--- src/sv/i2cbs_pkg.sv ---
// ----------------------------------------------------------------------------
// i2cbs_pkg: shared types and constants of the I2C master bit sequencer
// Command and phase words, phase opcodes and the controller/datapath links.
// ----------------------------------------------------------------------------
package i2cbs_pkg;

    localparam int BITS_PER_BYTE = 8;
    localparam int BIT_CNT_W     = $clog2(BITS_PER_BYTE);
    localparam int HOLD_W        = 8;
    localparam int CFG_INDEX_W   = 2;

    // command codes
    localparam logic [1:0] KIND_START = 2'd0;
    localparam logic [1:0] KIND_STOP  = 2'd1;
    localparam logic [1:0] KIND_WRITE = 2'd2;

    // register indexes
    localparam logic [CFG_INDEX_W-1:0] REG_LONG_HOLD  = 2'd0;
    localparam logic [CFG_INDEX_W-1:0] REG_DATA_SETUP = 2'd1;
    localparam logic [CFG_INDEX_W-1:0] REG_SHORT_HOLD = 2'd2;

    localparam logic [HOLD_W-1:0] LONG_HOLD_RST  = 8'd5;
    localparam logic [HOLD_W-1:0] DATA_SETUP_RST = 8'd4;
    localparam logic [HOLD_W-1:0] SHORT_HOLD_RST = 8'd1;

    typedef struct packed {
        logic [1:0]        kind;
        logic [7:0]        data_byte;
        logic              sda_in;
    } cmd_word_t;

    typedef struct packed {
        logic              scl;
        logic              sda;
        logic [HOLD_W-1:0] hold_us;
        logic              nack;
        logic              last;
    } phase_word_t;

    // one recipe per kind of line phase
    typedef enum logic [3:0] {
        OP_START_REL   = 4'd0,
        OP_START_HI    = 4'd1,
        OP_START_FALL  = 4'd2,
        OP_START_END   = 4'd3,
        OP_CLK_LOW     = 4'd4,
        OP_STOP_SETUP  = 4'd5,
        OP_STOP_HI     = 4'd6,
        OP_STOP_END    = 4'd7,
        OP_BIT_SETUP   = 4'd8,
        OP_BIT_HI      = 4'd9,
        OP_ACK_LOW     = 4'd10,
        OP_ACK_HI      = 4'd11
    } phase_op_t;

    typedef struct packed {
        logic      load;
        logic      emit;
        phase_op_t op;
    } dp_cmd_t;

    typedef struct packed {
        logic slot_free;
    } dp_status_t;

endpackage

--- src/sv/i2c_master_bit_sequencer.sv ---
// ----------------------------------------------------------------------------
// i2c_master_bit_sequencer: expands I2C master commands into line phases
// The first phase word of a command passes the state register, then the phase register.
// Throughput: one phase word per cycle while the phase side does not stall; a
// byte write is 26 phases, set by the phase walk of the controller.
// Reset: lines low, long_hold 5, data_setup 4, short_hold 1, no word pending.
// ----------------------------------------------------------------------------
module i2c_master_bit_sequencer (
    input  logic                               clk,
    input  logic                               rst_n,
    // configuration write port
    input  logic                               cfg_write,
    input  logic [i2cbs_pkg::CFG_INDEX_W-1:0]  cfg_index,
    input  logic [i2cbs_pkg::HOLD_W-1:0]       cfg_data,
    // command words
    input  logic                               cmd_valid,
    output logic                               cmd_stall,
    input  i2cbs_pkg::cmd_word_t               cmd,
    // phase words
    output logic                               phase_valid,
    input  logic                               phase_stall,
    output i2cbs_pkg::phase_word_t             phase
);
    import i2cbs_pkg::*;

    // The controller owns the command walk: it takes one command while idle,
    // then steps through the phases of that command, one per cycle whenever
    // the phase register is free or being drained. An unused command code is
    // taken and dropped without any phase.
    dp_cmd_t    dp_cmd;
    dp_status_t dp_status;

    i2cbs_ctrl u_ctrl (
        .clk       (clk),
        .rst_n     (rst_n),
        .cmd_valid (cmd_valid),
        .cmd_kind  (cmd.kind),
        .cmd_stall (cmd_stall),
        .dp_cmd    (dp_cmd),
        .dp_status (dp_status)
    );

    // The datapath keeps the timing registers and the driven line levels,
    // captures the byte and the sampled acknowledge level on command load,
    // shifts the byte out MSB first and holds each phase word in an output
    // register. A stalled phase side holds that register, which halts the
    // phase walk and keeps the command side stalled until the walk ends.
    i2cbs_dp u_dp (
        .clk           (clk),
        .rst_n         (rst_n),
        .cfg_write     (cfg_write),
        .cfg_index     (cfg_index),
        .cfg_data      (cfg_data),
        .cmd_data_byte (cmd.data_byte),
        .cmd_sda_in    (cmd.sda_in),
        .dp_cmd        (dp_cmd),
        .dp_status     (dp_status),
        .phase_valid   (phase_valid),
        .phase_stall   (phase_stall),
        .phase         (phase)
    );

`ifndef SYNTHESIS
    // NACK is only ever reported on the final phase of a command.
    a_nack_on_last: assert property (@(posedge clk) disable iff (!rst_n)
        phase_valid && phase.nack |-> phase.last)
        else $error("nack reported on a phase that is not the last");

    // A real command keeps the sequencer busy in the next cycle.
    a_busy_after_cmd: assert property (@(posedge clk) disable iff (!rst_n)
        cmd_valid && !cmd_stall &&
        (cmd.kind == KIND_START || cmd.kind == KIND_STOP || cmd.kind == KIND_WRITE)
        |=> cmd_stall)
        else $error("sequencer not busy after a command was taken");

    // An unused command code is dropped at once.
    a_drop_unused: assert property (@(posedge clk) disable iff (!rst_n)
        cmd_valid && !cmd_stall &&
        cmd.kind != KIND_START && cmd.kind != KIND_STOP && cmd.kind != KIND_WRITE
        |=> !cmd_stall)
        else $error("unused command code did not return to idle");
`endif

endmodule

--- src/sv/i2cbs_ctrl.sv ---
// ----------------------------------------------------------------------------
// i2cbs_ctrl: command sequencer
// Walks the phases of one command and tells the datapath which phase to emit.
// ----------------------------------------------------------------------------
module i2cbs_ctrl (
    input  logic                 clk,
    input  logic                 rst_n,
    input  logic                 cmd_valid,
    input  logic [1:0]           cmd_kind,
    output logic                 cmd_stall,
    output i2cbs_pkg::dp_cmd_t   dp_cmd,
    input  i2cbs_pkg::dp_status_t dp_status
);
    import i2cbs_pkg::*;

    typedef enum logic [4:0] {
        ST_IDLE  = 5'b00001,
        ST_START = 5'b00010,
        ST_STOP  = 5'b00100,
        ST_BIT   = 5'b01000,
        ST_ACK   = 5'b10000
    } state_t;

    state_t               state_reg, state_next;
    logic [1:0]           sub_reg, sub_next;
    logic [BIT_CNT_W-1:0] bit_cnt_reg, bit_cnt_next;
    logic                 accept;
    logic                 emit;

    assign cmd_stall = (state_reg != ST_IDLE);
    assign accept    = cmd_valid && !cmd_stall;
    assign emit      = (state_reg != ST_IDLE) && dp_status.slot_free;

    always_comb
    begin
        state_next   = state_reg;
        sub_next     = sub_reg;
        bit_cnt_next = bit_cnt_reg;
        dp_cmd.load  = accept;
        dp_cmd.emit  = emit;
        dp_cmd.op    = OP_CLK_LOW;
        unique case (state_reg)
            ST_IDLE:
            begin
                sub_next     = 2'd0;
                bit_cnt_next = '0;
                if (accept)
                begin
                    priority if (cmd_kind == KIND_START)
                        state_next = ST_START;
                    else if (cmd_kind == KIND_STOP)
                        state_next = ST_STOP;
                    else if (cmd_kind == KIND_WRITE)
                        state_next = ST_BIT;
                    else
                        state_next = ST_IDLE;
                end
            end
            ST_START:
            begin
                unique case (sub_reg)
                    2'd0:    dp_cmd.op = OP_START_REL;
                    2'd1:    dp_cmd.op = OP_START_HI;
                    2'd2:    dp_cmd.op = OP_START_FALL;
                    default: dp_cmd.op = OP_START_END;
                endcase
                if (emit)
                begin
                    sub_next = sub_reg + 2'd1;
                    if (sub_reg == 2'd3)
                        state_next = ST_IDLE;
                end
            end
            ST_STOP:
            begin
                unique case (sub_reg)
                    2'd0:    dp_cmd.op = OP_CLK_LOW;
                    2'd1:    dp_cmd.op = OP_STOP_SETUP;
                    2'd2:    dp_cmd.op = OP_STOP_HI;
                    default: dp_cmd.op = OP_STOP_END;
                endcase
                if (emit)
                begin
                    sub_next = sub_reg + 2'd1;
                    if (sub_reg == 2'd3)
                        state_next = ST_IDLE;
                end
            end
            ST_BIT:
            begin
                unique case (sub_reg)
                    2'd0:    dp_cmd.op = OP_CLK_LOW;
                    2'd1:    dp_cmd.op = OP_BIT_SETUP;
                    default: dp_cmd.op = OP_BIT_HI;
                endcase
                if (emit)
                begin
                    if (sub_reg == 2'd2)
                    begin
                        sub_next     = 2'd0;
                        bit_cnt_next = bit_cnt_reg + 1'b1;
                        if (bit_cnt_reg == BIT_CNT_W'(BITS_PER_BYTE - 1))
                            state_next = ST_ACK;
                    end
                    else
                    begin
                        sub_next = sub_reg + 2'd1;
                    end
                end
            end
            ST_ACK:
            begin
                dp_cmd.op = (sub_reg == 2'd0) ? OP_ACK_LOW : OP_ACK_HI;
                if (emit)
                begin
                    sub_next = sub_reg + 2'd1;
                    if (sub_reg != 2'd0)
                        state_next = ST_IDLE;
                end
            end
            default:
            begin
                state_next = ST_IDLE;
            end
        endcase
    end

    always_ff @(posedge clk or negedge rst_n)
    begin
        if (!rst_n)
        begin
            state_reg   <= ST_IDLE;
            sub_reg     <= 2'd0;
            bit_cnt_reg <= '0;
        end
        else
        begin
            state_reg   <= state_next;
            sub_reg     <= sub_next;
            bit_cnt_reg <= bit_cnt_next;
        end
    end

endmodule

--- src/sv/i2cbs_dp.sv ---
// ----------------------------------------------------------------------------
// i2cbs_dp: line level datapath
// Holds timing registers, line levels, the byte shifter and the phase register.
// ----------------------------------------------------------------------------
module i2cbs_dp (
    input  logic                                  clk,
    input  logic                                  rst_n,
    input  logic                                  cfg_write,
    input  logic [i2cbs_pkg::CFG_INDEX_W-1:0]     cfg_index,
    input  logic [i2cbs_pkg::HOLD_W-1:0]          cfg_data,
    input  logic [7:0]                            cmd_data_byte,
    input  logic                                  cmd_sda_in,
    input  i2cbs_pkg::dp_cmd_t                    dp_cmd,
    output i2cbs_pkg::dp_status_t                 dp_status,
    output logic                                  phase_valid,
    input  logic                                  phase_stall,
    output i2cbs_pkg::phase_word_t                phase
);
    import i2cbs_pkg::*;

    logic [HOLD_W-1:0] long_hold_reg, data_setup_reg, short_hold_reg;
    logic              scl_level_reg, sda_level_reg;
    logic [7:0]        byte_reg;
    logic              ack_reg;
    logic              phase_valid_reg, phase_valid_next;
    phase_word_t       phase_reg, phase_next;
    logic              bit_now;

    assign bit_now             = byte_reg[7];
    assign dp_status.slot_free = !phase_valid_reg || !phase_stall;
    assign phase_valid         = phase_valid_reg;
    assign phase               = phase_reg;

    always_comb
    begin
        phase_next      = '0;
        phase_next.scl  = 1'b0;
        phase_next.sda  = 1'b0;
        unique case (dp_cmd.op)
            OP_START_REL:
            begin
                phase_next.scl = scl_level_reg;
                phase_next.sda = 1'b1;
            end
            OP_START_HI:
            begin
                phase_next.scl     = 1'b1;
                phase_next.sda     = 1'b1;
                phase_next.hold_us = long_hold_reg;
            end
            OP_START_FALL:
            begin
                phase_next.scl     = 1'b1;
                phase_next.hold_us = long_hold_reg;
            end
            OP_START_END:
            begin
                phase_next.last = 1'b1;
            end
            OP_CLK_LOW:
            begin
                phase_next.sda     = sda_level_reg;
                phase_next.hold_us = short_hold_reg;
            end
            OP_STOP_SETUP:
            begin
                phase_next.hold_us = data_setup_reg;
            end
            OP_STOP_HI:
            begin
                phase_next.scl     = 1'b1;
                phase_next.hold_us = long_hold_reg;
            end
            OP_STOP_END:
            begin
                phase_next.scl     = 1'b1;
                phase_next.sda     = 1'b1;
                phase_next.hold_us = long_hold_reg;
                phase_next.last    = 1'b1;
            end
            OP_BIT_SETUP:
            begin
                phase_next.sda     = bit_now;
                phase_next.hold_us = data_setup_reg;
            end
            OP_BIT_HI:
            begin
                phase_next.scl     = 1'b1;
                phase_next.sda     = bit_now;
                phase_next.hold_us = long_hold_reg;
            end
            OP_ACK_LOW:
            begin
                phase_next.sda     = 1'b1;
                phase_next.hold_us = long_hold_reg;
            end
            OP_ACK_HI:
            begin
                phase_next.scl     = 1'b1;
                phase_next.sda     = 1'b1;
                phase_next.hold_us = long_hold_reg;
                phase_next.nack    = ack_reg;
                phase_next.last    = 1'b1;
            end
            default:
            begin
                phase_next = '0;
            end
        endcase
    end

    always_comb
    begin
        if (dp_cmd.emit)
            phase_valid_next = 1'b1;
        else if (phase_stall)
            phase_valid_next = phase_valid_reg;
        else
            phase_valid_next = 1'b0;
    end

    always_ff @(posedge clk or negedge rst_n)
    begin
        if (!rst_n)
        begin
            long_hold_reg   <= LONG_HOLD_RST;
            data_setup_reg  <= DATA_SETUP_RST;
            short_hold_reg  <= SHORT_HOLD_RST;
            scl_level_reg   <= 1'b0;
            sda_level_reg   <= 1'b0;
            phase_valid_reg <= 1'b0;
        end
        else
        begin
            if (cfg_write)
            begin
                if (cfg_index == REG_LONG_HOLD)
                    long_hold_reg <= cfg_data;
                if (cfg_index == REG_DATA_SETUP)
                    data_setup_reg <= cfg_data;
                if (cfg_index == REG_SHORT_HOLD)
                    short_hold_reg <= cfg_data;
            end
            if (dp_cmd.emit)
            begin
                scl_level_reg <= phase_next.scl;
                sda_level_reg <= phase_next.sda;
            end
            phase_valid_reg <= phase_valid_next;
        end
    end

    // payload registers
    always_ff @(posedge clk)
    begin
        if (dp_cmd.load)
        begin
            byte_reg <= cmd_data_byte;
            ack_reg  <= cmd_sda_in;
        end
        else if (dp_cmd.emit && dp_cmd.op == OP_BIT_HI)
        begin
            byte_reg <= {byte_reg[6:0], 1'b0};
        end
        if (dp_cmd.emit)
            phase_reg <= phase_next;
    end

endmodule
--- config.mk ---
export PLATFORM = sky130hd
export DESIGN_NAME = i2c_master_bit_sequencer
export DESIGN_NICKNAME = d
export VERILOG_FILES = /design/src/sv/i2cbs_pkg.sv /design/src/sv/i2c_master_bit_sequencer.sv /design/src/sv/i2cbs_ctrl.sv /design/src/sv/i2cbs_dp.sv
export SDC_FILE = /design/constraint.sdc
export NUM_CORES = 1
export LEC_CHECK = 0
export BUFFER_PORTS_ARGS = -buffer_cell sky130_fd_sc_hd__buf_2
export CAP_MARGIN = 10
export CORE_UTILIZATION = 40
export CTS_CLUSTER_SIZE = 10
export DETAILED_ROUTE_END_ITERATION = 10
export HOLD_SLACK_MARGIN = 0.12
export PLACE_DENSITY = 0.6
export SLEW_MARGIN = 10
export SYNTH_ARGS = -nofsm -noshare
export SYNTH_HDL_FRONTEND = slang
export SYNTH_HIERARCHICAL = 1
export SYNTH_SLANG_ARGS = --single-unit
--- constraint.sdc ---
create_clock -name clk -period 2.75 [get_ports clk]
set_input_delay 0.1375 -clock clk [delete_from_list [all_inputs] [get_ports clk]]
set_output_delay 0.1375 -clock clk [all_outputs]
set_load 0.01 [all_outputs]
Yosys cells after proc, flatten, opt, wreduce, memory -nomap -nowiden. Cells that the tools add are included.

Add/sub/neg operators: 2. Reduce and logical (&&, ||, !) cells: 29. Eq/ne operators: 35. Multiplexer cells: 32.

Operator list (count): $mux 5 (10); $pmux 8 s3 (1); $ne 2x1->1 const B (10); $pmux 5 s4 (1); $pmux 2 s3 (3); $eq 4x3->1 const B (4); $eq 4x4->1 const B (4); $mux 8 (2); $pmux 4 s4 (1); $eq 2x2->1 const B (4); $eq 4x2->1 const B (2); $pmux 4 s2 (1); $reduce_and 8->1 (1); $reduce_or 7->1 (1); $eq 2x1->1 const B (3); $logic_not 2->1 (3); $mux 2 (3); $mux 3 (2); $pmux 3 s2 (1); $reduce_and 2->1 (3); $reduce_and 3->1 (2); $reduce_bool 2->1 (3); $reduce_or 2->1 (3); $reduce_or 3->1 (2); 21 further kinds (28).

Output and inout port bits: 14. Input bits: 26. Word-level logic and storage cells: 114. Flip-flop bits (word level): 58.

Longest topological paths before layout. Gate-level depths: netlist of the first run.

Word-level depth: 7. Depth in mapped cells: 10. Mapped depth without buffers: 9.

Hierarchy. The synthesis of the first run kept the hierarchy.

By module, submodules not included: i2cbs_dp (cells an instance 128, sequential area each 1311.3 um^2, area each 2039.5 um^2, instances 1); i2cbs_ctrl (cells an instance 88, sequential area each 251.5 um^2, area each 813.3 um^2, instances 1).

Worst setup path after synthesis of the first run. OpenSTA, ideal clock, no wires.

Path type: reg2reg. Start point: register u_ctrl.state_reg[3]. End point: register u_dp.phase_reg (netlist bit u_dp/phase[3]) (data pin). Stages on the path, launching flop included: 9. Clock period less this slack: 2.397 ns. Path slack: 0.353 ns. Arrival time: 2.136 ns. Path buffers: 1. Library setup time: 0.261 ns. Data required time: 2.489 ns. Cells stage by stage: dfrtp_1 buf_2 nor2_1 nand3b_1 o21ai_0 nand2_1 nor3_2 a221oi_2 a221o_1.

RTL lines: start, declared (RTL line i2cbs_ctrl.sv:24) `state_t state_reg, state_next;`; start signal, assigned (RTL line i2cbs_ctrl.sv:138) `state_reg <= state_next;`; end signal, assigned (RTL line i2cbs_dp.sv:166) `phase_reg <= phase_next;`; end, declared (RTL line i2cbs_dp.sv:26) `phase_word_t phase_reg, phase_next;`.

==> impl_metrics.yaml, run 1 <==
run_status:
  status: "finished, final reports clean"
synthesis:
  synth_top_area_share_pct: 28.07
  synth_flop_cell: "dfrtp_1"
  synth_seq_cells: 58
  synth_area_leaders: "dfrtp_1 (28%), edfxtp_1 (22%), mux2_2 (12%)"
  async_flop_share_pct: 63.79
  synth_cell_types: 52
  syn_area_um2: 2853
  avgSynthCellArea_um2: 13.21
  synth.yosys.seq_area_share_pct: 54.78
  synth_nets: 249
  yosysWarningCount: 6
  synthCells: 216
  synth_enable_flop_cells: 21
  synth_area_leader_cell: "dfrtp_1"
floorplan:
  num_rows: 30
  io_pins: 40
  dieWidth_um: 86.45
  coreArea_um2: 6832
  start_util_pct: 41.76
  die_y_um: 86.45
  dieArea_um2: 7474
worst_setup_path:
  path_max_fanout: 12
  worstReg2RegStart: "u_ctrl/state_reg[1]$_DFFE_PN0P_"
  crit_top_cell: "o21ai_0"
  critical_path.endpoint_type: "flop"
  slowest_stage: "dfrtp_1"
  crit_required_ns: 2.95
  crit_type: "reg2reg"
  cp_slowest_stage_delay_ns: 0.55
  cp-startpoint: "u_ctrl/state_reg[1]$_DFFE_PN0P_"
  cp-start-kind: "flop"
  reg2reg_slack_ns: 0.22
  critPathBufInv: 1
  arrival_ns: 2.73
  path_cells: "nor3_1 -> nand3b_1 -> o21ai_0 -> nand2_1 -> o21ai_0 -> buf_4 -> or3b_1 -> a21oi_2 -> and2_1 -> a221o_1"
  critical_path.top_delay_family: "simple AND/OR/NAND/NOR gates"
  r2r_cells: 10
  timing.rr.end: "u_dp/phase[4]$_DFFE_PP_"
placement:
  gp_congestion: 0.7848
  dp_hpwl_um: 3675
  placed_cells: 350
  numPortBuffers: 39
hold_path:
  hold_path_depth: 2
  hold_class: "in2reg"
  holdPathEnd: "u_dp/byte_reg[6]$_DFFE_PP_"
  worstHoldStart: "cmd[7]"
global_routing:
  grt.overflow.total: 0
  grt_usage_pct: 17.03
  grt_pass1_vias: 1905
  grt_antenna_before_repair: 0
  grt_max_degree: 38
  grt_pass1_wl_um: 9384
cells_and_area:
  area_growth_pct: 25.26
  stdcell_count: 384
  antenna-diode-count: 0
  nNetsFinal: 316
  drive_gt1_share_pct: 37.50
  largest_reg_flops: 12
drt:
  vias: 1952
  post_drt_wl_per_cell_um: 14.83
  wl_um: 5696
  drt_iter0_markers: 91
  avgViaCountPerCell: 5.083
  ant_nets: 0
  drc: 0
  firstDrtPassIters: 4
clock_network:
  htreeDepth: 3
  cts.sinks: 58
  insertion_delay_ns: 0.33
  clock_path_buffers: 2
  cts_made_buffers: 9
  cts_tree: "built"
  clkTransAtPathRegs_ns: 0.07
  cts_setup_buffers: 0
  cts_resized: 0
  root_buffer: "clkbuf_8"
sta:
  finalSetupViolations: 0
  final-max-slew-violation-count: 0
  fin_worst_skew_ns: 0.007873
  fmax_ghz: 0.3957
  min_period_over_period_pct: 91.91
  finalCriticalPeriod_ns: 2.527
  timing.setup.tns_ns: 0
  worstMarginPinSlew_ns: 0.8499
  hold_viol_final: 0
  rsz0062_at_grt: "false"
  maxSlewHeadroom_pct: 43.34
power:
  power_density_nw_per_um2: 1082
  ir_worst_vdd_v: 0.0005504
  clkPwrFrac_pct: 24.0
  comb_power_share_pct: 37.8
  p_seq_share_pct: 38.3
  p_sw_uw: 1300
  p_sw_share_pct: 33.64
  leakage_uw: 0.001518
  internal_power_uw: 2565
flow_run:
  cap_violations: 0
[worst register-to-register path: cells and delay by family, from the launching register on]
kind                   cells  cell delay, ns
DFF                        1            0.55
and+or+nand+nor            5            0.95
buffers and inverters      1            0.19
AOI/OAI and AO/OA          4            0.70
[power by group through the flow]
stage	logic [uW]	clock network, uW	registers, uW
floorplan	1060	0	1460
global placement	1420	0	1490
detailed placement	1430	0	1490
CTS	1470	946	1480
global route	1610	989	1520
finish	1460	926	1480
[per-stage QoR]
step / utilization, % / instance area (um^2) / total power [uW] / hold WS, ns / setup slack [ns]
global placement: 46.17 / 3154 / 2907 / 0.3039 / 0.3859
finish: 52.31 / 3573 / 3865 / 0.1362 / 0.2226
floorplan: - / 2853 / 2526 / -0.1581 / 0.3532
detailed placement: 46.17 / 3154 / 2926 / 0.2880 / 0.3308
CTS: 52.31 / 3573 / 3897 / 0.1330 / 0.2253
global route: 52.31 / 3573 / 4111 / 0.1332 / 0.02978
[placed cells by master, fill, tap and decap left out, types with 2 or more instances in the layout]
cell / netlist / final
a21oi_1: 5 / 5
a221o_1: 8 / 8
a22o_1: 2 / 2
a32oi_1: 2 / 2
and2_1: 11 / 11
and3_1: 2 / 2
buf_2: 2 / 39
buf_4: 2 / 8
bufinv_16: 0 / 2
clkbuf_1: 1 / 2
clkbuf_8: 0 / 10
dfrtp_1: 32 / 32
dfstp_2: 5 / 5
dlygate4sd3_1: 0 / 18
edfxtp_1: 21 / 21
ha_1: 7 / 7
inv_1: 5 / 5
mux2_1: 6 / 6
mux2_2: 30 / 30
nand2_1: 5 / 5
nand2b_1: 2 / 2
nand3_1: 3 / 3
nand3b_1: 6 / 6
nor2_1: 12 / 12
nor2b_1: 2 / 2
nor3_1: 3 / 3
nor3_2: 2 / 2
nor3b_1: 2 / 2
o21ai_0: 7 / 7
or3b_1: 2 / 2
xor2_1: 2 / 2
[repair_timing]
| item | 4_1_cts | 5_1_grt |
|---|---|---|
| hold endpoints to repair | 65 | 0 |
| setup endpoints to repair | 0 | 0 |
| hold buffers | 18 | 0 |
[synthesized netlist by cell type (3+ instances only)]
cell       n
a21oi_1    5
buf_6      4
and2_1    11
edfxtp_1  21
nor2_1    12
dfstp_2    5
nand3b_1   6
a221o_1    8
inv_1      5
nand3_1    3
ha_1       7
mux2_1     6
dfrtp_1   32
mux2_2    30
nand2_1    5
nor3_1     3
o21ai_0    7
[kinds of logic (layout without fill, tap and decap cells)]
logic type / Yosys count / in the layout / share of synthesized area, %
simple gates: 59 / 59 / 12.98
flops: 58 / 58 / 54.78
compound gates: 37 / 37 / 10.53
mux: 36 / 36 / 14.21
buf+inv: 16 / 88 / 3.508
fa+ha+maj: 7 / 7 / 3.070
xor+xnor: 3 / 3 / 0.9212
[worst max-delay path by stage]
stage	depth (start not counted)	endpoint	slack, ns
after floorplan	8	u_dp/phase[3]$_DFFE_PP_	0.35
after global placement	10	u_dp/phase[9]$_DFFE_PP_	0.39
after detailed placement	10	u_dp/phase[5]$_DFFE_PP_	0.33
after CTS	10	u_dp/phase[4]$_DFFE_PP_	0.23
after global routing	10	u_dp/phase[4]$_DFFE_PP_	0.03
final	10	u_dp/phase[4]$_DFFE_PP_	0.22
[layer usage]
| metal | vias up | share of wire (%) | track usage (%) |
|---|---|---|---|
| li1 | 952 | - | - |
| met3 | 11 | 2.4 | 4.000 |
| met1 | 956 | 47 | 21.37 |
| met4 | 0 | 2.0 | 8.636 |
| met2 | 33 | 48 | 27.63 |
| met5 | - | 0 | 0 |
[layout make-up]
cell class / instances / area, um^2
clock buffers: 13 / 170.2
clock inverters: 3 / 68.82
fillers: 618 / 3258
inverters: 7 / 26.28
multi-input cells: 142 / 1190
flip-flops and latches: 58 / 1563
well taps: 96 / 120.1
repair buffers: 65 / 435.4
(Power assumes the default switching activity.)
==> run 2: changes to the inputs <==
--- a/config.mk
+++ b/config.mk
@@ -11,7 +11,7 @@
 export CTS_CLUSTER_SIZE = 10
 export DETAILED_ROUTE_END_ITERATION = 10
 export HOLD_SLACK_MARGIN = 0.12
-export PLACE_DENSITY = 0.6
+export PLACE_DENSITY = 0.63
 export SLEW_MARGIN = 10
 export SYNTH_ARGS = -nofsm -noshare
 export SYNTH_HDL_FRONTEND = slang
==> impl_metrics.yaml, run 2 (same netlist as run 1, synthesis figures left out) <==
run_status:
  status: "finished, final reports clean"
floorplan:
  num_rows: 30
  dieWidth_um: 86.45
  start_util_pct: 41.76
  dieArea_um2: 7474
  die_y_um: 86.45
  coreArea_um2: 6832
  io_pins: 40
clock_network:
  htreeDepth: 3
  cts_resized: 0
  root_buffer: "clkbuf_8"
  cts_tree: "built"
  postCtsHoldBufs: 20
  cts.sinks: 58
  clkTransAtPathRegs_ns: 0.06
  cts_made_buffers: 9
  clock_path_buffers: 2
  insertion_delay_ns: 0.33
  cts_setup_buffers: 0
global_routing:
  grt_antenna_before_repair: 0
  met3_usage_pct: 3.810
  grt_pass1_wl_um: 9453
  grt_max_degree: 38
  grt-busiest-layer: "met2"
  met1_usage_pct: 22.02
  grt_usage_pct: 16.86
  gr-usage-met2_pct: 26.62
  grt_pass1_vias: 1969
  grt.overflow.total: 0
sta:
  final-max-slew-violation-count: 0
  timing.setup.tns_ns: 0
  finalSetupViolations: 0
  fmax_ghz: 0.4017
  maxSlewHeadroom_pct: 43.05
  fin_worst_skew_ns: 0.006919
  min_period_over_period_pct: 90.53
  finalCriticalPeriod_ns: 2.490
  hold_viol_final: 0
  worstMarginPinSlew_ns: 0.8472
  rsz0062_at_grt: "false"
drt:
  drc: 0
  firstDrtPassIters: 4
  wl_um: 5570
  drt_iter0_markers: 94
  ant_nets: 0
  avgViaCountPerCell: 5.076
  vias: 1949
  post_drt_wl_per_cell_um: 14.51
placement:
  numPortBuffers: 39
  gp_congestion: 0.8009
  placed_cells: 348
  dp_hpwl_um: 3735
cells_and_area:
  stdcell_count: 384
  final_common_cell: "buf_2"
  area_growth_pct: 23.73
  nNetsFinal: 316
  antenna-diode-count: 0
  drive_gt1_share_pct: 37.15
  layout_common_cells: "buf_2 (39), dfrtp_1 (32), mux2_2 (30), edfxtp_1 (21), dlygate4sd3_1 (20)"
  largest_reg_flops: 12
worst_setup_path:
  path_max_fanout: 11
  crit_type: "reg2reg"
  critical_path.endpoint_type: "flop"
  arrival_ns: 2.69
  crit_required_ns: 2.95
  cp-start-kind: "flop"
flow_run:
  cap_violations: 0
hold_path:
  hold_class: "in2reg"
power:
  power_density_nw_per_um2: 1032
  leakage_uw: 0.001499
  ir_worst_vdd_v: 0.0004286
==> run 2: routing by layer <==
metal,share of wire [%],vias to the layer above
met2,48,33
met3,3.2,8
li1,-,946
met1,47,962
met4,1.6,0
met5,0,-
==> run 2: final cells by class <==
class | instances | area [um^2]
clock inverter | 4 | 23.77
tap | 96 | 120.1
fill | 599 | 3302
sequential | 58 | 1563
multi-input combinational | 142 | 1190
inverter | 7 | 26.28
timing repair buffer | 65 | 440.4
clock buffer | 12 | 166.4
==> run 2: where the power goes <==
group | switching [uW] | total, uW | internal (uW)
clock | 332 | 735 | 403
combinational | 777 | 1430 | 651
sequential | 178 | 1480 | 1300
==> run 2: worst paths after layout <==
check | start | to | slack, ns | cells after the start
max reg2reg | u_ctrl/state_reg[4]$_DFFE_PN0P_ | u_dp/phase[2]$_DFFE_PP_ | 0.26 | 7
min in group asynchronous | rst_n | u_dp/short_hold_reg[3]$_DFFE_PN0P_ | 0.46 | 2
min reg2reg | u_dp/long_hold_reg[3]$_DFFE_PN0P_ | u_dp/long_hold_reg[3]$_DFFE_PN0P_ | 0.49 | 1
max in group asynchronous | rst_n | u_ctrl/state_reg[1]$_DFFE_PN0P_ | 1.76 | 2
min | cmd[9] | u_ctrl/state_reg[0]$_DFFE_PN1P_ | 0.15 | 3
max | u_ctrl/state_reg[4]$_DFFE_PN0P_ | u_dp/phase[2]$_DFFE_PP_ | 0.26 | 7
==> run 2: metrics by stage <==
step	hold slack, ns	setup slack (ns)	utilization (%)	power, uW	cell area [um^2]
after global routing	0.1529	0.04955	51.67	3891	3530
after global placement	0.2988	0.2935	45.95	2856	3139
after CTS	0.1280	0.2497	51.67	3674	3530
after detailed placement	0.3074	0.2514	45.95	2904	3139
final	0.1533	0.2605	51.67	3642	3530
after floorplan	-0.1581	0.3532	-	2526	2853
==> run 2: critical path, cell delays in order, from the launching register on <==
cell     delay, ns
dfrtp_1       0.52
nor2_4        0.22
nand3_1       0.13
o21ai_0       0.46
or3b_1        0.41
a21oi_2       0.33
and2_1        0.18
a221o_1       0.11
==> run 3: changes to the inputs <==
--- a/config.mk
+++ b/config.mk
@@ -10,6 +10,7 @@
 export CORE_UTILIZATION = 40
 export CTS_CLUSTER_SIZE = 10
 export DETAILED_ROUTE_END_ITERATION = 10
+export GPL_TIMING_DRIVEN = 0
 export HOLD_SLACK_MARGIN = 0.12
 export PLACE_DENSITY = 0.63
 export SLEW_MARGIN = 10
==> impl_metrics.yaml, run 3 (same netlist as run 1, synthesis figures left out) <==
worst_setup_path:
  critPathBufInv: 3
  arrival_ns: 2.73
  cp_slowest_stage_delay_ns: 0.68
  path_max_fanout: 9
  path_cells: "inv_1 -> ha_1 -> nor3b_1 -> o311ai_0 -> buf_6 -> inv_2 -> nor4_2 -> a221o_1"
  critical_path.top_delay_family: "simple AND/OR/NAND/NOR gates"
  crit_type: "reg2reg"
  slowest_stage: "nor4_2"
  crit_required_ns: 2.95
  critical_path.endpoint_type: "flop"
  cp-start-kind: "flop"
clock_network:
  cts_made_buffers: 9
  cts.sinks: 58
  cts_setup_buffers: 0
  clock_path_buffers: 2
  cts_tree: "built"
  insertion_delay_ns: 0.33
  htreeDepth: 3
  root_buffer: "clkbuf_8"
  clkTransAtPathRegs_ns: 0.07
drt:
  drc: 0
  wl_um: 5517
  avgViaCountPerCell: 5.096
  firstDrtPassIters: 4
  vias: 1967
  ant_nets: 0
  post_drt_wl_per_cell_um: 14.29
  drt_iter0_markers: 83
power:
  leakage_uw: 0.001519
  power_uw: 3743
  ir_worst_vdd_v: 0.0004290
  power_density_nw_per_um2: 1048
floorplan:
  coreArea_um2: 6832
  dieArea_um2: 7474
  dieWidth_um: 86.45
  num_rows: 30
  start_util_pct: 41.76
  io_pins: 40
  die_y_um: 86.45
sta:
  rsz0062_at_grt: "false"
  whs_ns: 0.1341
  min_period_over_period_pct: 91.75
  finalSetupViolations: 0
  worstMarginPinSlew_ns: 0.9180
  final-max-slew-violation-count: 0
  hold_viol_final: 0
  finalCriticalPeriod_ns: 2.523
  fin_worst_skew_ns: 0.008439
  maxSlewHeadroom_pct: 38.29
  fmax_ghz: 0.3964
cells_and_area:
  drive_gt1_share_pct: 38.28
  layout_common_cells: "buf_2 (41), dfrtp_1 (32), mux2_2 (30), edfxtp_1 (21), dlygate4sd3_1 (19)"
  largest_reg_flops: 12
  antenna-diode-count: 0
  area_growth_pct: 25.22
  nNetsFinal: 318
  final_common_cell: "buf_2"
global_routing:
  grt_antenna_before_repair: 0
  grt_pass1_wl_um: 9232
  grt_usage_pct: 16.65
  grt.overflow.total: 0
  grt_max_degree: 38
  grt_pass1_vias: 1802
placement:
  numPortBuffers: 39
  gp_congestion: 0.7778
  dp_hpwl_um: 3678
hold_path:
  hold_class: "in2reg"
run_status:
  status: "finished, final reports clean"
flow_run:
  cap_violations: 0
==> run 3: cell count changes in the layout (fill, tap and decap cells not counted), sizes merged <==
cell	previous run	this run
dlygate4sd3	20	19
buf	45	47
bufinv	0	1
==> run 3: power by group <==
part | internal [uW] | switching (uW)
Sequential | 1300 | 117
Clock | 440 | 342
Combinational | 687 | 856
Total | 2430 | 1320
==> run 3: final timing paths <==
path | slack, ns | endpoint | from | depth (start not counted)
max in group asynchronous | 1.75 | u_ctrl/sub_reg[1]$_DFFE_PN0P_ | rst_n | 2
max reg2reg | 0.23 | u_dp/phase[6]$_DFFE_PP_ | u_ctrl/sub_reg[0]$_DFFE_PN0P_ | 8
min reg2reg | 0.50 | u_dp/long_hold_reg[7]$_DFFE_PN0P_ | u_dp/long_hold_reg[7]$_DFFE_PN0P_ | 1
min in group asynchronous | 0.45 | u_dp/short_hold_reg[3]$_DFFE_PN0P_ | rst_n | 2
min | 0.13 | u_dp/byte_reg[3]$_DFFE_PP_ | cmd[4] | 2
max | 0.23 | u_dp/phase[6]$_DFFE_PP_ | u_ctrl/sub_reg[0]$_DFFE_PN0P_ | 8
==> run 3: repair_timing <==
item                                   in CTS  in global routing
setup endpoints to repair                   8                  8
gates cloned                                0                  0
endpoints found under the hold margin      66                  0
gates resized for setup                     3                  2
hold buffers                               19                  0
==> run 3: metrics by stage <==
step | std cells | setup slack [ns] | setup TNS (ns) | util (%) | cell area, um^2
5_1_grt | 386 | 0.06969 | 0 | 52.29 | 3572
4_1_cts | 386 | 0.1675 | 0 | 52.18 | 3565
3_3_place_gp | 351 | -0.1343 | -1.046 | 46.37 | 3168
2_1_floorplan | 216 | 0.3532 | 0 | - | 2853
3_5_place_dp | 351 | -0.1894 | -1.439 | 46.37 | 3168
6_report | 386 | 0.2270 | 0 | 52.29 | 3572
==> run 3: per-layer routing <==
metal	global-route usage (%)	routed length [um]	vias up
met5	0	0	-
met4	8.182	99	0
met3	3.905	222	8
met2	24.82	2591	47
met1	22.88	2604	965
li1	-	-	947
==> run 3: layout make-up <==
class                           instances  area [um^2]
Sequential cell                        58         1563
Multi-Input combinational cell        142         1209
Buffer                                  9        73.82
Inverter                                7        26.28
Clock inverter                          5        53.80
Timing Repair Buffer                   58        385.4
Clock buffer                           11        141.4
Tap cell                               96        120.1
Fill cell                             602         3259
==> run 3: worst reg2reg max path, cell delays in order (launching register included) <==
cell and delay (ns):
dfrtp_1 0.41, inv_1 0.13, ha_1 0.22, nor3b_1 0.06, o311ai_0 0.35, buf_6 0.21, inv_2 0.06, nor4_2 0.69
a221o_1 0.27
